## src/rtl/vm_pkg.sv

```systemverilog
// shared constants, types and helpers of the vector math unit
`default_nettype none
package vm_pkg;

  localparam int FRAC_BITS = 16;
  localparam int DW        = 32;
  localparam int NL        = 3;
  localparam int FW        = 4;
  localparam int OPW       = DW + 1;
  localparam int PROD_W    = 2 * OPW;
  localparam int SAT_W     = PROD_W - FRAC_BITS;
  localparam int SQ_W      = 2 * DW;
  localparam int RT_W      = DW;
  localparam int REM_W     = RT_W + 3;
  localparam int NUM_W     = DW + FRAC_BITS;
  localparam int LAT       = 3 + RT_W + NUM_W;

  localparam logic [DW-1:0] Q_MAX = {1'b0, {(DW-1){1'b1}}};
  localparam logic [DW-1:0] Q_MIN = {1'b1, {(DW-1){1'b0}}};

  typedef enum logic [FW-1:0] {
    FN_ADD   = 4'd0,
    FN_SUB   = 4'd1,
    FN_MUL   = 4'd2,
    FN_DIV   = 4'd3,
    FN_ADD_S = 4'd4,
    FN_SUB_S = 4'd5,
    FN_SCALE = 4'd6,
    FN_DIV_S = 4'd7,
    FN_NEG   = 4'd8,
    FN_DOT   = 4'd9,
    FN_MAG   = 4'd10,
    FN_NORM  = 4'd11,
    FN_DIST  = 4'd12
  } vm_func_e;

  typedef struct packed {
    logic [DW-1:0] val;
    logic          ov;
  } vm_sat_t;

  // state that rides alongside the square root pipeline
  typedef struct packed {
    vm_func_e             func;
    logic [NL-1:0][DW-1:0] res;
    logic [NL-1:0]         ov;
    logic [DW-1:0]         dot;
    logic                  dot_ov;
    logic                  far;
    logic [NL-1:0][DW-1:0] a;
    logic [NL-1:0][DW-1:0] b;
  } vm_side_t;

  // state that rides alongside the divider pipeline
  typedef struct packed {
    logic [NL-1:0][DW-1:0] res;
    logic [NL-1:0]         ov;
    logic [NL-1:0]         use_q;
    logic [NL-1:0]         neg;
    logic                  dz;
    logic [DW-1:0]         scl;
    logic                  scl_ov;
  } vm_fin_t;

  function automatic vm_sat_t vm_sat(input logic signed [SAT_W-1:0] v);
    vm_sat_t r;
    r.ov  = !((&v[SAT_W-1:DW-1]) || !(|v[SAT_W-1:DW-1]));
    r.val = r.ov ? (v[SAT_W-1] ? Q_MIN : Q_MAX) : v[DW-1:0];
    return r;
  endfunction

  function automatic logic [DW-1:0] vm_abs(input logic [DW-1:0] v);
    return v[DW-1] ? (~v + DW'(1)) : v;
  endfunction

endpackage
`default_nettype wire

```

## src/rtl/vm_sqrt.sv

```systemverilog
// pipelined integer square root, one result bit per stage
`default_nettype none
module vm_sqrt import vm_pkg::*; (
  input  wire logic            clk_i,
  input  wire logic            en_i,
  input  wire logic [SQ_W-1:0] rad_i,
  output logic      [RT_W-1:0] root_o
);

  logic [REM_W-1:0] rem_q  [RT_W-1];
  logic [SQ_W-1:0]  rad_q  [RT_W-1];
  logic [RT_W-1:0]  root_q [RT_W];

  for (genvar k = 0; k < RT_W; k++) begin : g_st
    logic [REM_W-1:0] rin, r2, trial, rsub;
    logic [RT_W-1:0]  qin;
    logic [SQ_W-1:0]  din;
    logic             ge;

    if (k == 0) begin : g_first
      assign rin = '0;
      assign qin = '0;
      assign din = rad_i;
    end else begin : g_next
      assign rin = rem_q[k-1];
      assign qin = root_q[k-1];
      assign din = rad_q[k-1];
    end

    assign r2    = {rin[REM_W-3:0], din[SQ_W-1 -: 2]};
    assign trial = REM_W'({qin, 2'b01});
    assign ge    = r2 >= trial;
    assign rsub  = r2 - trial;

    always_ff @(posedge clk_i) begin
      if (en_i) begin
        root_q[k] <= {qin[RT_W-2:0], ge};
      end
    end

    if (k < RT_W - 1) begin : g_carry
      always_ff @(posedge clk_i) begin
        if (en_i) begin
          rem_q[k] <= ge ? rsub : r2;
          rad_q[k] <= {din[SQ_W-3:0], 2'b00};
        end
      end
    end
  end

  assign root_o = root_q[RT_W-1];

endmodule
`default_nettype wire

```

## config.mk

```make
export PLATFORM = sky130hd
export DESIGN_NAME = vm_sqrt
export DESIGN_NICKNAME = d
export VERILOG_FILES = /design/src/rtl/vm_pkg.sv /design/src/rtl/vm_sqrt.sv
export SDC_FILE = /design/constraint.sdc
export NUM_CORES = 2
export LEC_CHECK = 0
export BUFFER_PORTS_ARGS = -buffer_cell sky130_fd_sc_hd__buf_4
export CORE_MARGIN = 3
export CORE_UTILIZATION = 37
export CTS_BUF_LIST = sky130_fd_sc_hd__clkbuf_8
export DETAILED_ROUTE_END_ITERATION = 16
export RECOVER_POWER = 100
export SLEW_MARGIN = 20
export SYNTH_ARGS = -nofsm -noshare
export SYNTH_HDL_FRONTEND = slang
export SYNTH_SLANG_ARGS = --single-unit
```

## constraint.sdc

```tcl
create_clock -name clk_i -period 7.8 [get_ports clk_i]
set_clock_uncertainty 0.2 [all_clocks]
set_input_delay 1.17 -clock clk_i [delete_from_list [all_inputs] [get_ports clk_i]]
set_output_delay 1.17 -clock clk_i [all_outputs]
set_load 0.01 [all_outputs]
```

-- Word level (Yosys, flattened, before mapping)
Memory sizes are Yosys's and may differ from the RTL's.
Cells that the tools add are included.
- bits in registers: 0
- bits of input ports: 66
- memory bits (read-only): 0
- RAM bits: 4031
- word-level logic and storage cells: 99
- memories kept: 3
- bits in latches: 0
- output and inout port bits: 32
- memory list (memory ; words ; width ; read ports ; clocked after memory_dff ; write ports ; line ; RTL):
    rad_q ; 31 ; 62 ; 31 ; 0 ; 31 ; vm_sqrt.sv:11 ; logic [SQ_W-1:0] rad_q [RT_W-1];
    rem_q ; 31 ; 35 ; 31 ; 0 ; 31 ; vm_sqrt.sv:10 ; logic [REM_W-1:0] rem_q [RT_W-1];
    root_q ; 32 ; 32 ; 32 ; 0 ; 32 ; vm_sqrt.sv:12 ; logic [RT_W-1:0] root_q [RT_W];
- bitwise operators: 0
- add/subtract/negate cells: 31
- div/mod/pow operators: 0
- equal/unequal tests: 0
- mux-type cells: 33
- reduce and logical (&&, ||, !) cells: 0
- order comparisons: 32
- shift operators: 0
- $mul: 0
- operator list (kind ; count):
    $ge A35 B34 Y1 ; 31
    $mux W35 ; 31
    $sub A35 B34 Y35 ; 30
    $sub A2 B1 Y3 const B ; 1
    $ge A2 B1 Y1 const B ; 1
    $mux W1 ; 2

-- Depth between registers and ports, before layout
An unclocked memory read counts as a cell.
- depth in word-level cells: 3
- depth in mapped cells: 15
- depth with buffers taken out: 13

-- Worst setup path after synthesis
OpenSTA, ideal clock, no wires.
- path type: reg2reg
- start point: memory rem_q[3][9] in the netlist's numbering
- end point: memory rem_q[3][67] in the netlist's numbering (data pin)
- library setup time: 0.271 ns
- path slack: 4.188 ns
- period minus slack after synthesis: 3.612 ns
- data required time: 7.329 ns
- arrival time: 3.141 ns
- stages on the path, launching flop included: 12
- path buffers: 2
- path through: edfxtp_1 or4_4 or3_4 or4_1 or2_0 buf_2 a211o_1 or3_1 buf_4 nand4_2 nor4_1 xor2_1
- RTL lines (element ; line):
    from (decl) ; vm_sqrt.sv:10

==> metrics.md <==
| Metric | Value |
|---|---|
| Status | finished with violations |
| Violated checks | capacitance limit, slew limit |
| Inst Count DP | 13,180 |
| Unrepaired setup endpoints after global routing | false |
| Initial antenna violation count | 4 |
| Pre-CTS setup slack | 3212 ps |
| Wirelength, routed | 237.7 mm |
| Worst Path Max Fanout | 30 |
| Non-Filler Instances | around 14,000 |
| Commonest non-fill, non-tap cell in the layout | edfxtp_1 |
| Max Cap Viol | 26 |
| Multi-input logic area | 38,210 sq um |
| Port bufs | 97 |
| Crit path kind | flip-flop to flip-flop |
| Post-synthesis register bit count | 2,494 |
| Sequential fraction of the synthesis area | around 64% |
| Total GRT Usage | 14.39% |
| Final hold violations | 0 |
| Worst hold margin | ~160 ps |
| Number of top-level pins | 98 |
| Drt first-iter violations | around 5,700 |
| Sum of negative setup slack | 0 ps |
| Via count | 71,240 |
| CTS max path bufs | 4 |
| Cells after synthesis | 9,070 |
| Area Growth Syn to Fin | 11.84% |
| Min cycle time layout | 5853 ps |
| CTS tree | yes |
| H-tree levels | 5 |
| Pin count of the biggest net entering global routing | between 200 and 250 |
| Die height | between 500 and 600 um |
| Nets | ~10,000 |
| Worst-margin pin slew | 5771 ps |
| Worst rel slew slack | -284.8% |
| Worst-path clk slew | 60 ps |
| Netlist cell types | 92 |
| Vias in the first global route | 71,810 |
| Sink Count | 2,494 |
| Avg Synthesized Cell Area | 12.85 sq um |
| Share of cells above drive strength 1 | 7.544% |
| Slew Limit Fails | 1,712 |
| R2R cell count | 13 |
| Pwr Density | around 280 nW/um^2 |
| Commonest non-fill, non-tap cells in the layout | 2,494 x edfxtp_1, 837 x inv_1, 614 x nor2_1, 593 x a21oi_1, 561 x ha_1 |
| Post-synthesis async set-or-reset flop share | 0% |
| Worst EP required | 8330 ps |
| Remaining global-route overflow | 0 |
| Crit. End Element | flip-flop |
| DRC Markers | 0 |
| Rows | 205 |
| HPWL Detailed | 167.0 mm |
| Fmax | 170.9 MHz |
| Syn Nets | 9,697 |
| Top_reg_cell synth | edfxtp_1 |
| Starting density of the core | roughly 37% |
| Drt wl/cell | 17.00 um |
| TritonRoute pass-1 iters | 6 |
| Total power | 36,930 uW |
| EDFF count, synth | 2,494 |
| Critical Path Source Type | flip-flop |
| Final period utilization | 75.04% |
| Leak | 0.04989 uW |
| Layout fillers | between 20,000 and 30,000 |
| Final setup viols | 0 |
| Routed Antenna Nets | 0 |
| CP arrival | ~6400 ps |
| HP Class | flip-flop to flip-flop |
| Register area | 74,890 sq um |
| Die ar. | 321,800 sq um |
| Core outline area | approximately 310,000 sq um |
| Via density | 5.096 |
| First-pass GRT wire length | about 380 mm |
| Syn Std Cell Area | 116,600 sq um |
| DIE WIDTH | 567.3 um |
| Clock Root Buffer | clkbuf_8 |
| R2R Setup Slk | between 1500 and 2000 ps |
| TritonCTS Buffers | 415 |
| Worst Setup Slack, final | 1947 ps |
| Gpl congestion | between 0.9 and 1 |
| Yosys warns | 0 |
| Hold path cells | 0 |
| Worst skew pair latency | between 1000 and 1500 ps |
| Max IR drop VDD | 0.0001481 V |
Yosys cell counts, types with 96 or more instances:
library cell	instances	area, sq um
a21o_1	242	1817
nor2_1	614	2305
nor4_1	115	719.4
ha_1	561	7019
inv_1	704	2643
nor3_1	254	1271
o21a_1	108	810.8
edfxtp_1	2494	74890
xnor2_1	379	3319
xor2_1	395	3460
o21ai_0	459	2297
nand2_1	554	2079
nand3_1	154	770.7
clkbuf_1	156	585.6
nand2b_1	123	769.5
or3_1	96	600.6
a21oi_1	593	2968
report_power, final:
group / switching (uW) / internal, uW
registers: 1090 / 17000
logic: 4600 / 3310
clock network: 5240 / 5700
total: 10900 / 26000
critical path, stage by stage (launching register included):
cell and delay, ps:
edfxtp_1 390, inv_1 60, ha_1 330, a2111oi_0 730, o31a_1 320, nor2_1 130
a21o_1 280, o211a_1 280, or3_1 370, nand2_1 70, clkbuf_1 1040, inv_1 910
nor2_1 340, a21oi_1 70
state kept, by name (all words and copies together), names as in the netlist:
name and flops:
root_q 528, rem_q 974, rad_q 992
repair_timing:
action | CTS | global route
setup buffers | 0 | 0
hold endpoints to repair | 60 | 0
resized for setup | 0 | 0
hold buffers | 60 | 0
worst paths after layout:
path | from | end
max | root_q[12][2] | rem_q[12][47]
min | rad_q[0][649] | rad_q[0][713]
max reg2reg | root_q[12][2] | rem_q[12][47]
min reg2reg | rad_q[0][649] | rad_q[0][713]
layer usage:
| metal | global-route usage [%] | part of all wire, % | wire length, um |
|---|---|---|---|
| met1 | 18.04 | 43 | 101300 |
| met2 | 24.61 | 49 | 116000 |
| met3 | 2.676 | 5.1 | 12150 |
| met4 | 5.493 | 3.5 | 8242 |
| met5 | 0 | 0 | 0 |
cells by family (layout without fill, tap and decap cells):
logic type                 after synthesis  count (layout)  share of synthesized area, %
other                                    1               7                      0.003217
DFF                                   2494            2494                         64.25
AOI/OAI and AO/OA                     1879            1879                         10.01
muxes                                   99              99                        0.9468
and+or+nand+nor                       2366            2366                         10.04
adders and majority gates              561             561                         6.022
xor gates and xnor gates               774             774                         5.816
buffers and inverters                  896            1661                         2.909
cell type report:
cell class	count	area share (%)
multi-input combinational	5680	29.31
inverter	711	2.047
antenna	6	0.01152
sequential	2494	57.45
timing repair buffer	213	1.237
clock buffer	421	4.445
tap	4140	3.973
clock inverter	316	1.526
stage by stage:
stage	area (sq um)	util, %
finish	130400	41.69
global route	130400	41.69
CTS	130800	41.82
detailed placement	122400	39.14
global placement	122400	39.14
floorplan	116600	-
(Power assumes the default switching activity.)
