===== config.mk =====
export PLATFORM = sky130hd
export DESIGN_NAME = vm_lane
export DESIGN_NICKNAME = d
export VERILOG_FILES = /design/src/rtl/vm_pkg.sv /design/src/rtl/vm_lane.sv
export SDC_FILE = /design/constraint.sdc
export NUM_CORES = 2
export LEC_CHECK = 0
export ABC_CLOCK_PERIOD_IN_PS = 32299
export BUFFER_PORTS_ARGS = -buffer_cell sky130_fd_sc_hd__buf_2
export CORE_MARGIN = 8
export CORE_UTILIZATION = 55
export DETAILED_ROUTE_END_ITERATION = 6
export GPL_TIMING_DRIVEN = 0
export PLACE_DENSITY = 0.73
export SYNTH_ARGS = -nofsm -noshare
export SYNTH_HDL_FRONTEND = slang
export SYNTH_SLANG_ARGS = --single-unit

===== constraint.sdc =====
create_clock -name clk_i -period 32.3 [get_ports clk_i]
set_input_delay 6.46 -clock clk_i [delete_from_list [all_inputs] [get_ports clk_i]]
set_output_delay 6.46 -clock clk_i [all_outputs]
set_load 0.02 [all_outputs]

===== src/rtl/vm_pkg.sv =====
// shared constants, types and helpers of the vector math unit
`default_nettype none
package vm_pkg;

  localparam int FRAC_BITS = 16;
  localparam int DW        = 32;
  localparam int NL        = 3;
  localparam int FW        = 4;
  localparam int OPW       = DW + 1;
  localparam int PROD_W    = 2 * OPW;
  localparam int SAT_W     = PROD_W - FRAC_BITS;
  localparam int SQ_W      = 2 * DW;
  localparam int RT_W      = DW;
  localparam int REM_W     = RT_W + 3;
  localparam int NUM_W     = DW + FRAC_BITS;
  localparam int LAT       = 3 + RT_W + NUM_W;

  localparam logic [DW-1:0] Q_MAX = {1'b0, {(DW-1){1'b1}}};
  localparam logic [DW-1:0] Q_MIN = {1'b1, {(DW-1){1'b0}}};

  typedef enum logic [FW-1:0] {
    FN_ADD   = 4'd0,
    FN_SUB   = 4'd1,
    FN_MUL   = 4'd2,
    FN_DIV   = 4'd3,
    FN_ADD_S = 4'd4,
    FN_SUB_S = 4'd5,
    FN_SCALE = 4'd6,
    FN_DIV_S = 4'd7,
    FN_NEG   = 4'd8,
    FN_DOT   = 4'd9,
    FN_MAG   = 4'd10,
    FN_NORM  = 4'd11,
    FN_DIST  = 4'd12
  } vm_func_e;

  typedef struct packed {
    logic [DW-1:0] val;
    logic          ov;
  } vm_sat_t;

  // state that rides alongside the square root pipeline
  typedef struct packed {
    vm_func_e             func;
    logic [NL-1:0][DW-1:0] res;
    logic [NL-1:0]         ov;
    logic [DW-1:0]         dot;
    logic                  dot_ov;
    logic                  far;
    logic [NL-1:0][DW-1:0] a;
    logic [NL-1:0][DW-1:0] b;
  } vm_side_t;

  // state that rides alongside the divider pipeline
  typedef struct packed {
    logic [NL-1:0][DW-1:0] res;
    logic [NL-1:0]         ov;
    logic [NL-1:0]         use_q;
    logic [NL-1:0]         neg;
    logic                  dz;
    logic [DW-1:0]         scl;
    logic                  scl_ov;
  } vm_fin_t;

  function automatic vm_sat_t vm_sat(input logic signed [SAT_W-1:0] v);
    vm_sat_t r;
    r.ov  = !((&v[SAT_W-1:DW-1]) || !(|v[SAT_W-1:DW-1]));
    r.val = r.ov ? (v[SAT_W-1] ? Q_MIN : Q_MAX) : v[DW-1:0];
    return r;
  endfunction

  function automatic logic [DW-1:0] vm_abs(input logic [DW-1:0] v);
    return v[DW-1] ? (~v + DW'(1)) : v;
  endfunction

endpackage
`default_nettype wire


===== src/rtl/vm_lane.sv =====
// one component lane: add, subtract, negate and the rounded product or square
`default_nettype none
module vm_lane import vm_pkg::*; (
  input  wire logic                    clk_i,
  input  wire logic                    en_i,
  input  wire vm_func_e                func_i,
  input  wire logic        [DW-1:0]    a_i,
  input  wire logic        [DW-1:0]    b_i,
  output logic             [DW-1:0]    res_o,
  output logic                         ov_o,
  output logic signed      [SAT_W-1:0] rnd_o,
  output logic             [SQ_W-1:0]  sq_o,
  output logic                         far_o,
  output logic             [DW-1:0]    a_o,
  output logic             [DW-1:0]    b_o
);

  localparam logic signed [PROD_W-1:0] HALF = PROD_W'(1) << (FRAC_BITS - 1);

  logic signed [OPW-1:0]    ae, be, sum, dif, ng, ex, opx, opy;
  logic                     keep, far;
  vm_sat_t                  sat1, satm;
  logic signed [PROD_W-1:0] prod_q, rnd_full;
  logic        [DW-1:0]     res1_q, a1_q, b1_q;
  logic                     ov1_q, mul1_q, far1_q;

  always_comb begin
    ae   = OPW'($signed(a_i));
    be   = OPW'($signed(b_i));
    sum  = ae + be;
    dif  = ae - be;
    ng   = -ae;
    keep = 1'b1;
    ex   = '0;
    opx  = ae;
    opy  = be;
    unique case (func_i)
      FN_ADD, FN_ADD_S: ex = sum;
      FN_SUB, FN_SUB_S: ex = dif;
      FN_NEG:           ex = ng;
      default:          keep = 1'b0;
    endcase
    if (func_i == FN_MAG || func_i == FN_NORM) begin
      opy = ae;
    end else if (func_i == FN_DIST) begin
      opx = dif;
      opy = dif;
    end
    sat1 = vm_sat(SAT_W'(ex));
    // difference of magnitude 2^31 or more
    far  = dif[OPW-1] ? !(dif[DW-1] && |dif[DW-2:0]) : dif[DW-1];
  end

  always_ff @(posedge clk_i) begin
    if (en_i) begin
      prod_q <= opx * opy;
      res1_q <= keep ? sat1.val : '0;
      ov1_q  <= keep && sat1.ov;
      mul1_q <= (func_i == FN_MUL) || (func_i == FN_SCALE);
      far1_q <= far;
      a1_q   <= a_i;
      b1_q   <= b_i;
    end
  end

  always_comb begin
    rnd_full = (prod_q + HALF) >>> FRAC_BITS;
    satm     = vm_sat(rnd_full[SAT_W-1:0]);
  end

  always_ff @(posedge clk_i) begin
    if (en_i) begin
      res_o <= mul1_q ? satm.val : res1_q;
      ov_o  <= mul1_q ? satm.ov : ov1_q;
      rnd_o <= rnd_full[SAT_W-1:0];
      sq_o  <= prod_q[SQ_W-1:0];
      far_o <= far1_q;
      a_o   <= a1_q;
      b_o   <= b1_q;
    end
  end

endmodule
`default_nettype wire


## Word-level counts from Yosys, hierarchy flattened

Cells that the tools add are included.

- Flip-flop bits (word level): 377
- Input bits: 70
- Output and inout port bits: 212
- Word-level logic and storage cells: 61

- Add/sub/neg operators: 4
- Multiply operators: 1
- Equal/unequal tests: 9
- Multiplexer cells: 13
- Reductions and logical operators: 20

Operator list:

| cell | number |
|---|---|
| $mux W32 | 5 |
| $mux W33 | 4 |
| $pmux W33 S3 | 1 |
| $add A66 B17 Y66 const B | 1 |
| $mul A33 B33 Y66 | 1 |
| $add A32 B32 Y33 | 1 |
| $neg A32 Y33 | 1 |
| $sub A32 B32 Y33 | 1 |
| $reduce_or A31 Y1 | 1 |
| $reduce_and A19 Y1 | 1 |
| $reduce_or A19 Y1 | 1 |
| $eq A4 B4 Y1 const B | 4 |
| $eq A4 B3 Y1 const B | 3 |
| $reduce_or A2 Y1 | 3 |
| $logic_not A1 Y1 | 5 |
| $reduce_or A5 Y1 | 1 |
| $eq A4 B1 Y1 const B | 1 |
| $eq A4 B2 Y1 const B | 1 |
| $logic_not A4 Y1 | 1 |
| $logic_or A1 B1 Y1 | 4 |
| $mux W1 | 3 |
| $logic_and A1 B1 Y1 | 2 |
| $reduce_and A2 Y1 | 1 |

## Longest topological paths before layout

- Depth in word-level cells: 8
- Mapped depth: 41
- Gate-level depth less buffers: 39

## Worst setup path before layout

Ideal clock, no wire load.

- Path kind: in2reg
- Start: input port b_i[8]
- End: register prod_q[61] (data pin)
- Library setup time: 263 ps
- Arrival time: 15920 ps
- Required time: 32037 ps
- Path slack: 16117 ps
- Cell stages on the path: 38
- Buffers on the path: 3
- Cells stage by stage: inv_1 > ha_1 > buf_1 > and4_1 > a221o_1 > or2_2 > a211oi_1 > a22oi_1 > xnor2_1 > nand2_1 > o21a_1 > clkbuf_1 > clkbuf_1 > nand2_1 > fa_1 > inv_1 > fa_1 > inv_1 > (+2 left out) > fa_1 > fa_1 > fa_1 > fa_1 > inv_1 > fa_1 > inv_1 > ha_1 > nor2_1 > nor2_1 > o41ai_1 > o41ai_1 > o311a_1 > nand3_1 > or3_1 > a21boi_0 > a21boi_0 > xnor2_1

- Cells in the longest elaborated chain, start to end: 4
- Elaborated cells on any way between the ends: 6
- Those cells by class: add/sub: 1; mul: 1; mux: 4

RTL lines:

| element | RTL line | text |
|---|---|---|
| start: declaration | vm_lane.sv:8 | `input wire logic [DW-1:0] b_i,` |
| $sub A32 B32 Y33 | vm_lane.sv:31 | `dif = ae - be;` |
| $mux W33 | vm_lane.sv:45 | `end else if (func_i == FN_DIST) begin` |
| $mux W33 | vm_lane.sv:43 | `if (func_i == FN_MAG \|\| func_i == FN_NORM) begin` |
| $mul A33 B33 Y66 * | vm_lane.sv:56 | `prod_q <= opx * opy;` |
| end signal: assignment | vm_lane.sv:56 |  |
| end: declaration | vm_lane.sv:23 | `logic signed [PROD_W-1:0] prod_q, rnd_full;` |

Every way passes the cells marked *; elsewhere a longest branch is shown, timed or not.
A chain may end at the register's enable or synchronous reset.

## Worst setup path in the final report

- Start: input port b_i[14]
- End: register prod_q[65] (data pin)

The elaborated chain is that of the path after synthesis.

==> results.yml <==
logic_synthesis:
  yosys.area.top_type_share: 0.4089
  yosysSeqAreaShare: 0.2016
  synth-seq-cells: 377
  yosys-top-cells-area: "fa_1 (41%), edfxtp_1 (20%), inv_1 (7.2%)"
  synthArstFlopShare: 0
  synth-edff-count: 377
  avgSynthCellArea_sq_um: 9.822
  synth_nets: 7217
  synth_top_area_cell: "fa_1"
  yosysWarnings: 0
  synth_flop_cell: "edfxtp_1"
  post_synth_inst_count: 5717
  yosysUniqueCellTypes: 83
  syn-cell-area_sq_um: 56150
worst_setup_path:
  crit_family: "compound AO/OA/AOI/OAI gates"
  worstSetupStartpointType: "input pin"
  cp_max_fo: 10
  cp-end-kind: "register"
  arrival_ps: 21230
  crit_top_cell: "fa_1"
  cp_slowest_stage_delay_ps: 1080
  crit_slowest_cell: "clkbuf_1"
  reg2reg_depth: 14
  r2r-start: "prod_q[16]"
  cp.required_ps: 32620
  r2r_slack_ps: 26900
  crit_type: "in2reg"
  startpoint: "b_i[14]"
  worstReg2RegEnd: "res_o[16]"
  critical_path_buf_inv_count: 9
timing:
  finalCritPeriodShare: 0.6473
  maxSlewViolCount: 42
  fin_tns_setup_ps: 0
  tightest_slew_ps: 1652
  fmaxAchievable_ghz: 0.04783
  post-route-min-period_ps: 20910
  relSlewSlack: -0.1090
  finalSetupViolCount: 0
  whs_ps: 411.9
  hold_viol: 0
  finalClockSkew_ps: 26.53
  rsz0062_at_grt: "no"
  setup_slack_ps: 11390
cts:
  path_clk_slew_ps: 60
  cts_tree: "built"
  clk_latency_ps: 570
  hold_buffers: 0
  root_buffer: "clkbuf_16"
  cts_sinks: 377
  cts_setup_buffers: 0
  cts_resized: 0
  numCtsBuffers: 37
  htreeDepth: 2
  cts.path.max_buffers: 3
global_routing:
  grt_max_degree: 134
  grt_overflow: 0
  grt_pass1_vias: 45665
  grt_pass1_wl_microns: 309400
  antenna_found_initial: 10
  grt.total_usage: 0.3804
status:
  status: "finished, violations left"
  violations: "DRC, capacitance limit, slew limit"
worst_hold_path:
  holdCritStartpoint: "b1_q[14]"
  hp-class: "reg2reg"
  whs_path_depth: 0
  holdPathEnd: "b_o[14]"
die:
  core-area_sq_um: 101600
  initial_core_util: 0.5527
  die_area_sq_um: 112600
  io_pins: 282
  die_w_microns: 335.5
  std_cell_rows: 117
  fp.dieH_microns: 335.5
routing:
  drc_errors: 24
  vias_per_cell: 6.010
  ant_nets: 0
  firstDrtPassIters: 7
  wirelength_microns: 214300
  via_count: 44835
  wl_per_cell_microns: 28.73
  drt_iter0_markers: 5475
layout:
  fin_nets: 7559
  multi_input_area_sq_um: 39800
  syn_to_final_growth_pct: 8.398
  seq_area_sq_um: 11320
  n_fill_cell: 9045
  drive_gt1_frac: 0.07152
place:
  io_buffers: 281
  gp_congestion: 1.093
  place_hpwl_microns: 176700
  pre_cts_ws_ps: 11520
run:
  drv_cap: 7
cell usage after synthesis, types with 37 or more instances:
master and number:
ha_1 283, a211oi_1 50, nand2_1 858, xor2_1 37, nor2_1 520, a21o_1 53, nand4_1 38, inv_1 1075
o21ai_0 96, clkbuf_1 260, a21oi_1 179, nand3_1 40, xnor2_1 152, nor3_1 43, edfxtp_1 377, fa_1 1147
and2_1 43, o22ai_1 37
flip-flops by register name, indices dropped and copies added (netlist names):
name / cells
res1_q: 32
sq_o: 64
prod_q: 66
rnd_o: 50
far_o: 1
far1_q: 1
a_o: 32
ov1_q: 1
ov_o: 1
b_o: 32
a1_q: 32
res_o: 32
b1_q: 32
mul1_q: 1
metrics by stage:
step                      cells    util  instance area (sq um)
after floorplan            5717       -                  56150
after global placement     7366  0.5834                  59270
after detailed placement   7387  0.5877                  59710
after CTS                  7449  0.5987                  60820
after global routing       7453  0.5990                  60850
final                      7460  0.5991                  60870
worst reg2reg max path: stages, from the launching register on:
cell and delay, ps:
edfxtp_1 430, ha_1 230, and4_1 210, and3_1 160, clkbuf_1 680, and3_1 290, clkbuf_1 410, clkbuf_1 490
nand3_1 160, xnor2_1 380, nand4_1 110, or4_1 600, nor2b_1 350, clkbuf_1 380, a211oi_1 330
layout make-up:
cell class / count / area share
tap: 1368 / 0.02812
clock inverter: 16 / 0.002117
sequential: 377 / 0.1860
timing repair buffer: 303 / 0.02876
multi-input combinational: 3979 / 0.6539
inverter: 1077 / 0.06642
antenna: 10 / 0.0004111
clock buffer: 46 / 0.01612
buffer: 284 / 0.01813
cell families after synthesis:
logic type | synth area share
and+or+nand+nor | 0.1299
adders and majority gates | 0.4720
muxes | 0.002585
xor gates and xnor gates | 0.02948
DFF | 0.2016
AOI/OAI and AO/OA | 0.07275
buffers and inverters | 0.09165
worst max path at each step:
stage                  to  slack [ps]  depth (start not counted)
2_1_floorplan  prod_q[61]       16120                         38
3_3_place_gp   prod_q[65]       10690                         35
3_5_place_dp   prod_q[65]       11520                         36
4_1_cts        prod_q[65]       12090                         36
5_1_grt        prod_q[65]       11310                         39
6_report       prod_q[65]       11390                         39
metal layers:
metal / track usage / share of wire / up-vias
met5: 0.006944 / 0.00089 / -
met4: 0.2038 / 0.071 / 14
met3: 0.1479 / 0.14 / 690
met2: 0.5524 / 0.42 / 3123
met1: 0.4912 / 0.37 / 22503
li1: - / - / 18505
cell usage in the layout (no fill, tap or decap), drive strengths merged, types with 11 or more instances in the layout:
cell type	Yosys	final
and3	18	18
and4	22	22
nand2b	23	23
nor4	20	20
ha	283	283
nor3	43	43
xnor2	152	152
nor2b	24	24
o22ai	37	37
edfxtp	377	377
and2	44	44
o31ai	11	11
xor2	37	37
clkbuf	261	307
nand2	858	858
buf	23	326
o21ai	118	118
a211oi	50	50
inv	1076	1078
o21a	35	35
o21bai	18	18
nand4	38	38
a221oi	13	13
a21boi	12	12
or2	20	20
or3	13	13
fa	1147	1147
nor2	520	520
nand3	40	40
a31oi	18	18
a22oi	12	12
clkinv	1	15
a21o	53	53
a21oi	179	179
Power is not shown: default switching activity piles up to over one toggle a cycle in this logic, so the estimate is an artifact.
